[src/hw/rtl/pairwise_max_sum_edge_update_unit_defines.svh]
// Assertion macros shared by the edge update unit
`ifndef PAIRWISE_MAX_SUM_EDGE_UPDATE_UNIT_DEFINES_SVH
`define PAIRWISE_MAX_SUM_EDGE_UPDATE_UNIT_DEFINES_SVH

// Same-cycle implication, clocked on clk, off during reset
`define PMSEU_ASSERT_IMPL(lbl, ante, cons) \
	lbl: assert property (@(posedge clk) disable iff (!arst_n) (ante) |-> (cons)) \
		else $error("pmseu assertion failed");

// Next-cycle implication, clocked on clk, off during reset
`define PMSEU_ASSERT_NEXT(lbl, ante, cons) \
	lbl: assert property (@(posedge clk) disable iff (!arst_n) (ante) |=> (cons)) \
		else $error("pmseu assertion failed");

`endif

[src/hw/rtl/pmseu_fifo.sv]
// Small register FIFO used for the command and result queues
`default_nettype none
module pmseu_fifo #(
	parameter int W     = 8,
	parameter int DEPTH = 2
) (
	input  logic         clk,
	input  logic         arst_n,
	input  logic         push,
	output logic         full,
	input  logic [W-1:0] wdata,
	input  logic         pop,
	output logic         empty,
	output logic [W-1:0] rdata
);
	localparam int PW = (DEPTH > 1) ? $clog2(DEPTH) : 1;
	localparam int CW = $clog2(DEPTH + 1);

	logic [W-1:0]  mem_q [DEPTH];
	logic [PW-1:0] wr_q;
	logic [PW-1:0] rd_q;
	logic [CW-1:0] cnt_q;
	logic          do_push;
	logic          do_pop;

	assign full    = (cnt_q == CW'(DEPTH));
	assign empty   = (cnt_q == '0);
	assign do_push = push && !full;
	assign do_pop  = pop && !empty;
	assign rdata   = mem_q[rd_q];

	always_ff @(posedge clk) begin
		if (do_push) begin
			mem_q[wr_q] <= wdata;
		end
	end

	always_ff @(posedge clk or negedge arst_n) begin
		if (!arst_n) begin
			wr_q  <= '0;
			rd_q  <= '0;
			cnt_q <= '0;
		end else begin
			if (do_push) begin
				wr_q <= (wr_q == PW'(DEPTH - 1)) ? '0 : wr_q + 1'b1;
			end
			if (do_pop) begin
				rd_q <= (rd_q == PW'(DEPTH - 1)) ? '0 : rd_q + 1'b1;
			end
			case ({do_push, do_pop})
				2'b10:   cnt_q <= cnt_q + 1'b1;
				2'b01:   cnt_q <= cnt_q - 1'b1;
				default: cnt_q <= cnt_q;
			endcase
		end
	end
endmodule
`default_nettype wire

[config.mk]
export PLATFORM = sky130hd
export DESIGN_NAME = pmseu_fifo
export DESIGN_NICKNAME = d
export VERILOG_FILES = /design/src/hw/rtl/pairwise_max_sum_edge_update_unit_defines.svh /design/src/hw/rtl/pmseu_fifo.sv
export SDC_FILE = /design/constraint.sdc
export NUM_CORES = 1
export LEC_CHECK = 0
export ABC_AREA = 1
export BUFFER_PORTS_ARGS = -buffer_cell sky130_fd_sc_hd__buf_2
export CAP_MARGIN = 25
export CORE_MARGIN = 4
export CORE_UTILIZATION = 44
export DETAILED_ROUTE_END_ITERATION = 8
export PLACE_DENSITY = 0.69
export SYNTH_ARGS = -nofsm -noshare
export SYNTH_HDL_FRONTEND = slang
export SYNTH_SLANG_ARGS = --single-unit
[constraint.sdc]
create_clock -name clk -period 1.29 [get_ports clk]
set_input_delay 0.129 -clock clk [delete_from_list [all_inputs] [get_ports clk]]
set_output_delay 0.129 -clock clk [all_outputs]
set_load 0.1 [all_outputs]
==> impl_metrics.csv, run 1 <==
group,metric,value,unit
routing,vias_per_cell,4.624,
timing,fin_setup_tns,-0.8118,ns
layout,fin_area,1454,µm²
timing,slew_viol_final,0,
clock_tree,clk_latency,0.30,ns
critical_path,critPathLaunchType,"register",
critical_path,path_cells,"buf_6 -> nand2_2 -> nand2_2 -> buf_12",
routing,dr.pass1.iters,4,
die,io-pin-count,22,
die,die-area,2610,µm²
timing,fin_crit_sh,108.2,%
die,std_cell_rows,15,
routing,post_drt_wl_per_cell,12.78,µm
die,die_w,51.09,µm
critical_path,crit_buf_inv,2,
global_routing,grt_first_pass_wirelength,2704,µm
timing,whs,0.006415,ns
layout,final_cell_mix,"16 x edfxtp_1, 14 x nand2_1, 11 x nand2_2, 11 x buf_2, 10 x buf_12",
timing,fin_ws,-0.1056,ns
routing,num_vias,652,
clock_tree,cts_buffer_depth,2,
clock_tree,cts_tree,"built",
placement,place_hpwl,1160,µm
timing,slew_headroom,85.66,%
yosys,synth_warnings,0,
timing,setup_viol,10,
layout,drive_gt1_share,59.48,%
timing,fin_worst_skew,0.0005474,ns
clock_tree,cts_root_buffer,"clkbuf_4",
timing,min_period,1.396,ns
clock_tree,htree_levels,1,
yosys,synthesis.area,817.0,µm²
routing,routed_wl,1802,µm
critical_path,cpMaxStageDelayCell,"dfrtp_2",
global_routing,grt_pass1_vias,598,
die,start_util,46.81,%
layout,areaGrowthSynthToFinish,77.95,%
layout,multiInputGateArea,314.1,µm²
min_path,hold_class,"in2reg",
critical_path,crit_top_cell,"nand2_2",
placement,placed_cell_area,1189,µm²
timing,worst_pin_slew,0.2150,ns
timing,fmax,716.5,MHz
routing,drt-initial-drc-count,7,
global_routing,track_usage,14.35,%
critical_path,critPathArrivalTime,1.27,ns
layout,ff_latch_area,583.1,µm²
yosys,syn_nets,87,
critical_path,crit_path_end_kind,"output pin",
timing,rsz0062_at_grt,"yes",
global_routing,grt_max_degree,13,
layout,mostFrequentLayoutCell,"edfxtp_1",
yosys,syn_avg_cell_area,11.04,µm²
global_routing,grt_overflow,0,
routing,drcViolationCount,0,
layout,diodes,0,
clock_tree,cts_made_buffers,3,
die,core_area,1745,µm²
job,cap_viol_max_count,0,
yosys,netlist_instances,74,
critical_path,critPathLaunch,"rd_q",
clock_tree,cts_sinks,20,
placement,place_congestion,0.7409,
critical_path,reg2reg_from,"cnt_q[1]",
critical_path,worstSetupPathType,"reg2out",
critical_path,crit_fanout,5,
min_path,min_from,"wdata[1]",
outcome,violations,"setup timing",
yosys,ys_seq_area_share,71.06,%
timing,hold_viol,0,
global_routing,antenna_found_initial,0,
critical_path,crit_required,1.16,ns
layout,fill_cells,88,
placement,portBuffers,21,
critical_path,critical_path.top_delay_family,"flip-flops",
outcome,status,"complete, but fails checks",
yosys,ys_ff_latch,20,
clock_tree,path_clk_slew,0.11,ns
die,die_y,51.09,µm
yosys,synth_cell_types,14,
routing,final_antenna_net_count,0,
critical_path,cpPeakStageDelay,0.48,ns
layout,nets,130,
registers in the layout (all words and copies together), names as in the netlist:
name   cells
cnt_q      2
rd_q       1
wr_q       1
mem_q     16
what timing repair did:
| item | in CTS | in global routing |
|---|---|---|
| gates resized for setup | 15 | 14 |
| pin swaps | 7 | 4 |
| hold buffers | 1 | 5 |
| setup endpoints to repair | 11 | 11 |
| setup buffers | 3 | 1 |
| endpoints found under the hold margin | 4 | 10 |
| gates cloned | 1 | 0 |
synthesized netlist by cell type (all sizes together):
| library cell | n | share of area, % |
|---|---|---|
| buf | 1 | 0.61 |
| dfrtp | 4 | 12 |
| edfxtp | 16 | 59 |
| ha | 1 | 1.5 |
| inv | 10 | 4.6 |
| nand2 | 34 | 16 |
| nand3 | 3 | 1.8 |
| nand4 | 1 | 0.77 |
| nor2 | 2 | 1.2 |
| o21ai | 1 | 1.1 |
| xnor2 | 1 | 1.1 |
logic make-up (layout without fill, tap and decap cells):
family	count (synthesis)	after routing	share of synthesized area (%)
buf+inv	11	53	5.207
compound gates	1	1	1.072
xor+xnor	1	1	1.072
fa+ha+maj	1	1	1.531
simple gates	40	40	20.06
flops	20	20	71.06
path summary, 6_finish.rpt:
check / slack, ns / to / cells past startpoint
worst max-delay path: -0.11 / rdata[3] / 4
worst max register to register: 0.01 / mem_q[0][5] / 7
worst min register to register: 0.51 / cnt_q[1] / 2
max in group asynchronous: 1.01 / cnt_q[0] / 2
worst min-delay path: 0.006 / mem_q[0][1] / 1
min in group asynchronous: 0.15 / cnt_q[1] / 2
area by class of cell:
| cell class | count | share of cell area (%) |
|---|---|---|
| flip-flops and latches | 20 | 40.10 |
| repair buffers | 38 | 28.66 |
| multi-input cells | 43 | 21.60 |
| inverters | 10 | 3.356 |
| well taps | 25 | 2.151 |
| clock inverters | 1 | 2.065 |
| clock buffers | 3 | 1.549 |
| repair inverters | 1 | 0.5164 |
metal layers:
layer  routed length, µm  part of all wire [%]  vias up  global-route usage, %
li1                    -                     -      318                      -
met1                 703                    39      315                  16.28
met2                 967                    54       17                  25.75
met3                 104                   5.8        2                  4.373
met4                  25                   1.4        0                  4.036
met5                   0                     0        -                      0
worst reg2reg max path, stage by stage (launching register included):
cell and delay, ns:
dfrtp_1 0.41, inv_2 0.10, buf_6 0.11, nor2_4 0.04, buf_4 0.12, inv_2 0.05
nand3_4 0.07, clkinv_4 0.10
through the flow:
step	util, %	std cells	setup WS [ns]
6_report	83.30	141	-0.1056
5_1_grt	83.30	141	-0.1756
4_1_cts	76.49	135	-0.07678
3_5_place_dp	68.10	126	0.003641
3_3_place_gp	68.10	126	0.03853
2_1_floorplan	-	74	-0.1127
Power of run 1 is left out: the tool's default activity adds up to more than one toggle a clock period on the data nets, which glitch-free logic cannot reach.
==> run 2: changes to the inputs <==
ABC_AREA = unset   (was 1)
CORE_UTILIZATION = 43   (was 44)
==> run 2 against run 1 <==
  * The run still ends with setup timing left
  * Sequential share of layout area rose by 3.1 points
  * Register-to-register slack worse by 0.04 ns
  * Die area shrank 2.8%
  * Critical path type unchanged
==> impl_metrics.csv, run 2 <==
group,metric,value,unit
critical_path,crit_required,1.16,ns
timing,setup_viol,11,
timing,fin_ws,-0.1936,ns
yosys,synth_compound_area_share,0,%
timing,fin_crit_sh,115.0,%
layout,stdcell_count,110,
layout,fill_cells,93,
routing,top_layer,"met4",
global_routing,track_usage,12.38,%
timing,worst_pin_slew,0.2190,ns
critical_path,r2r_end,"cnt_q[1]",
critical_path,critPathLaunchType,"register",
global_routing,grt_max_degree,12,
clock_tree,htree_levels,1,
clock_tree,cts_tree,"built",
job,cap_viol_max_count,0,
clock_tree,cts_sinks,20,
critical_path,rr_worst_depth,7,
timing,slew_headroom,85.40,%
min_path,hold_class,"in2reg",
yosys,async_reset_ff_share,20.00,%
layout,utilization,78.97,%
critical_path,cpPeakStageDelay,0.43,ns
global_routing,antenna_found_initial,0,
layout,mostFrequentLayoutCell,"edfxtp_1",
layout,final_cell_mix,"16 x edfxtp_1, 11 x buf_2, 9 x buf_12, 9 x buf_6",
min_path,min_to,"mem_q[1][3]",
routing,post_drt_wl_per_cell,14.10,µm
outcome,violations,"setup timing",
timing,fin_worst_skew,0.002157,ns
routing,num_vias,496,
layout,multiInputGateArea,266.5,µm²
yosys,synth_warnings,0,
yosys,synth_cell_types,13,
clock_tree,cts_root_buffer,"clkbuf_4",
timing,slew_viol_final,0,
placement,portBuffers,21,
critical_path,reg2reg_from,"cnt_q[0]",
routing,wl_met2,842,µm
yosys,synth_edf_count,16,
yosys,ys_top_cells_by_area,"edfxtp_1 62%, dfrtp_1 13%, mux2_2 12%",
layout,nets,99,
layout,reg_top3,"mem_q: 16 flops, cnt_q: 2 flops",
routing,wl_met3,80,µm
die,die_y,50.37,µm
layout,largest_reg_flops,16,
layout,ff_latch_area,583.1,µm²
global_routing,grt_overflow,0,
placement,place_inst,98,
critical_path,path_cells,"buf_6 -> mux2_4 -> buf_12",
routing,drt-initial-drc-count,4,
placement,place_congestion,0.6543,
layout,drive_gt1_share,71.76,%
timing,fmax,674.1,MHz
critical_path,crit_path_end_kind,"output pin",
placement,place_hpwl,959.7,µm
yosys,ys_ff_latch,20,
routing,drt-met1-wl,616,µm
yosys,syn_nets,56,
timing,min_period,1.484,ns
yosys,syn_avg_cell_area,17.95,µm²
critical_path,cpMaxStageDelayCell,"dfrtp_2",
routing,routed_wl,1551,µm
yosys,synth_top_area_share,62.24,%
layout,areaGrowthSynthToFinish,74.72,%
critical_path,crit_buf_inv,2,
routing,drcViolationCount,0,
yosys,yosysMostFrequentCell,"edfxtp_1",
yosys,netlist_instances,43,
yosys,muxShareOfSynthArea,11.67,%
yosys,yosys.area_share.simple,4.700,%
routing,dr.pass1.iters,2,
global_routing,grt_first_pass_wirelength,2332,µm
min_path,min_from,"wdata[3]",
die,io-pin-count,22,
timing,hold_viol,0,
routing,vias_per_cell,4.509,
yosys,synth_commonest_cells,"16 x edfxtp_1, 8 x mux2_2, 4 x dfrtp_1, 3 x nor2_1, 3 x xnor2_1",
die,die_w,50.37,µm
clock_tree,cts_made_buffers,3,
die,std_cell_rows,15,
critical_path,critPathArrivalTime,1.35,ns
clock_tree,path_clk_slew,0.10,ns
critical_path,critical_path.top_delay_family,"flip-flops",
yosys,synthXorXnorAreaFrac,5.673,%
critical_path,crit_fanout,5,
yosys,ys_seq_area_share,75.20,%
clock_tree,cts_buffer_depth,2,
global_routing,grt_pass1_vias,490,
yosys,synthAdderAreaFrac,1.621,%
yosys,synth_top_family_by_area,"multiplexers",
layout,diodes,0,
die,core_area,1708,µm²
yosys,yosysTopAreaCell,"edfxtp_1",
layout,largest_register,"mem_q",
critical_path,r2r_slack,-0.03,ns
outcome,status,"complete, but fails checks",
die,die-area,2537,µm²
die,start_util,45.20,%
clock_tree,clk_latency,0.29,ns
yosys,dominantRegCellSynth,"edfxtp_1",
yosys,synthesis.area,772.0,µm²
critical_path,worstSetupPathType,"reg2out",
routing,final_antenna_net_count,0,
min_path,min_path_cells,1,
timing,rsz0062_at_grt,"yes",
-- run 2: changes by cell type after synthesis, moves of 3 or more --
cell,delta
inv_1,-6
inv_2,-3
mux2_2,+8
nand2_1,-31
nand3_1,-3
-- run 2: per-stage QoR --
| step | hold slack, ns | setup TNS (ns) | instance area, µm² | setup WS (ns) |
|---|---|---|---|---|
| after floorplan | -0.1666 | -1.217 | 785.8 | -0.4061 |
| after detailed placement | -0.05961 | -0.8360 | 1022 | -0.07808 |
| final | 0.01841 | -1.645 | 1349 | -0.1936 |
| after global routing | -0.009441 | -2.313 | 1349 | -0.2374 |
| after global placement | -0.06088 | -0.6164 | 1022 | -0.04190 |
| after CTS | 0.01059 | -1.595 | 1236 | -0.1819 |
-- run 2: kinds of logic after synthesis --
group	Yosys count
flip-flops	20
XOR/XNOR	5
multiplexers	8
adder cells (fa/ha/maj)	1
AND/OR/NAND/NOR	7
buffers and inverters	2
-- run 2: per-layer routing --
metal,vias up,track usage (%)
met5,-,0
met2,14,19.57
met4,0,2.691
met1,239,16.18
li1,241,-
met3,2,4.748
-- run 2: repair_timing --
action	4_1_cts	5_1_grt
gates resized for setup	41	19
endpoints found under the hold margin	4	2
buffers inserted	4	2
pin swaps	3	3
hold buffers	1	1
setup endpoints to repair	27	28
-- run 2: area by class of cell --
cell class                 count  area share (%)
sequential                    20           43.23
timing repair buffer          39           31.45
multi-input combinational     21           19.76
clock buffer                   4           2.690
tap                           25           2.319
inverter                       1          0.5566
-- run 2: worst max-delay path by stage --
stage,from,end,slack [ns],depth (start not counted)
after floorplan,cnt_q[1],cnt_q[1],-0.41,5
after global placement,rd_q,rdata[2],-0.04,2
after detailed placement,rd_q,rdata[2],-0.08,2
after CTS,rd_q,rdata[1],-0.18,3
after global routing,rd_q,rdata[2],-0.24,3
final,rd_q,rdata[6],-0.19,3
Power of run 2 is left out for the same reason.
==> run 3: changes to the inputs <==
MAX_ROUTING_LAYER = met4   (was unset)
PLACE_DENSITY = 0.77   (was 0.69)
==> run 3 against run 2 <==
  * The run still ends with setup timing left
  * Critical path depth is the same
  * Global-route usage grew 0.70 points
  * Utilization shrank 5.0 points
  * Sequential cell count is the same
  * Fmax grew 1.4%
  * Final cell count shrank 3.6%
  * Critical path type unchanged
  * Critical endpoint is now rdata[0]
==> impl_metrics.csv, run 3 (synthesis gave the netlist of run 2 again) <==
group,metric,value,unit
job,cap_viol_max_count,0,
routing,vias_per_cell,4.528,
timing,fin_crit_sh,113.4,%
clock_tree,cts_root_buffer,"clkbuf_4",
clock_tree,cts_made_buffers,3,
timing,slew_viol_final,0,
routing,post_drt_wl_per_cell,13.42,µm
placement,portBuffers,21,
critical_path,crit_fanout,5,
clock_tree,cts_buffer_depth,2,
layout,mostFrequentLayoutCell,"edfxtp_1",
clock_tree,cts_tree,"built",
placement,place_congestion,0.6654,
critical_path,critical_path.top_delay_family,"flip-flops",
layout,largest_register,"mem_q",
timing,worst_pin_slew,0.2024,ns
placement,place_hpwl,887.4,µm
die,core_area,1708,µm²
routing,dr.pass1.iters,4,
die,io-pin-count,22,
layout,drive_gt1_share,69.14,%
timing,fin_worst_skew,0.008404,ns
layout,nets,95,
layout,largest_reg_flops,16,
global_routing,grt_overflow,0,
critical_path,crit_required,1.16,ns
clock_tree,htree_levels,1,
critical_path,cpMaxStageDelayCell,"dfrtp_2",
routing,final_antenna_net_count,0,
timing,fin_ws,-0.1728,ns
timing,fmax,683.6,MHz
timing,setup_viol,11,
routing,routed_wl,1423,µm
critical_path,worstSetupPathType,"reg2out",
layout,final_cell_mix,"16 x edfxtp_1, 11 x buf_2, 11 x buf_6",
die,std_cell_rows,15,
clock_tree,clk_latency,0.29,ns
critical_path,path_cells,"buf_6 -> mux2_2 -> buf_6",
layout,reg_top3,"mem_q: 16 flops, cnt_q: 2 flops",
critical_path,critPathArrivalTime,1.33,ns
clock_tree,path_clk_slew,0.11,ns
layout,utilization,73.99,%
critical_path,crit_buf_inv,2,
routing,drt-initial-drc-count,7,
layout,areaGrowthSynthToFinish,63.70,%
die,die_y,50.37,µm
min_path,hold_class,"in2reg",
timing,slew_headroom,86.51,%
clock_tree,cts_sinks,20,
timing,min_period,1.463,ns
global_routing,grt_first_pass_wirelength,2387,µm
layout,diodes,0,
die,die-area,2537,µm²
critical_path,crit_path_end_kind,"output pin",
global_routing,antenna_found_initial,0,
routing,num_vias,480,
timing,rsz0062_at_grt,"yes",
critical_path,cpPeakStageDelay,0.39,ns
critical_path,crit_top_cell,"buf_6",
die,die_w,50.37,µm
timing,hold_viol,0,
global_routing,grt_max_degree,12,
die,start_util,45.20,%
routing,drcViolationCount,0,
layout,fill_cells,110,
outcome,violations,"setup timing",
outcome,status,"complete, but fails checks",
critical_path,critPathLaunchType,"register",
global_routing,grt_pass1_vias,545,
global_routing,track_usage,13.08,%
[run 3: cell count changes in the layout (fill, tap and decap cells not counted), sizes merged]
cell / before / now
buf: 37 / 34
clkbuf: 4 / 3
clkinv: 0 / 1
dlygate4sd3: 2 / 1
[run 3: cell type report]
| cell class | count | area (µm²) | share of cell area, % |
|---|---|---|---|
| sequential | 20 | 583.1 | 46.14 |
| timing repair buffer | 35 | 361.6 | 28.61 |
| tap | 25 | 31.28 | 2.475 |
| clock inverter | 1 | 3.754 | 0.2970 |
| inverter | 1 | 7.507 | 0.5941 |
| multi-input combinational | 21 | 254.0 | 20.10 |
| clock buffer | 3 | 22.52 | 1.782 |
[run 3: what timing repair did]
action,4_1_cts,5_1_grt
pin swaps,3,7
hold buffers,1,0
setup endpoints to repair,26,20
gates resized for setup,33,17
hold endpoints to repair,4,0
buffers inserted,3,1
[run 3: metal layers]
| metal | wire, µm | up-vias | GRT usage (%) |
|---|---|---|---|
| met4 | 15 | 0 | 5.381 |
| li1 | - | 231 | - |
| met2 | 749 | 14 | 22.39 |
| met5 | 0 | - | - |
| met1 | 579 | 233 | 14.31 |
| met3 | 78 | 2 | 3.561 |
[run 3: path summary, 6_finish.rpt]
kind / from / slack [ns] / depth (start not counted) / to
worst max-delay path: rd_q / -0.17 / 3 / rdata[0]
worst min-delay path: wdata[4] / 0.01 / 1 / mem_q[0][4]
worst max register to register: cnt_q[0] / -0.06 / 7 / cnt_q[1]
worst min register to register: wr_q / 0.57 / 1 / wr_q
max in group asynchronous: arst_n / 0.99 / 2 / rd_q
min in group asynchronous: arst_n / 0.17 / 2 / cnt_q[1]
[run 3: per-stage QoR]
step	setup TNS (ns)	cell area, µm²	setup WS (ns)	hold WS [ns]	instances
floorplan	-1.217	785.8	-0.4061	-0.1666	43
global placement	-0.9753	1015	-0.05228	-0.05998	97
detailed placement	-0.9728	1015	-0.07550	-0.05897	97
CTS	-1.503	1177	-0.1743	0.01383	105
global route	-2.349	1264	-0.2245	-0.003007	106
finish	-1.540	1264	-0.1728	0.01289	106
[run 3: worst reg2reg max path: stages (launching register included)]
cell	delay [ns]
dfrtp_1	0.41
buf_6	0.13
nor2_4	0.13
nor2b_4	0.06
ha_4	0.16
xnor2_2	0.12
nor2_1	0.12
xor2_1	0.15
Power of run 3 is left out for the same reason.
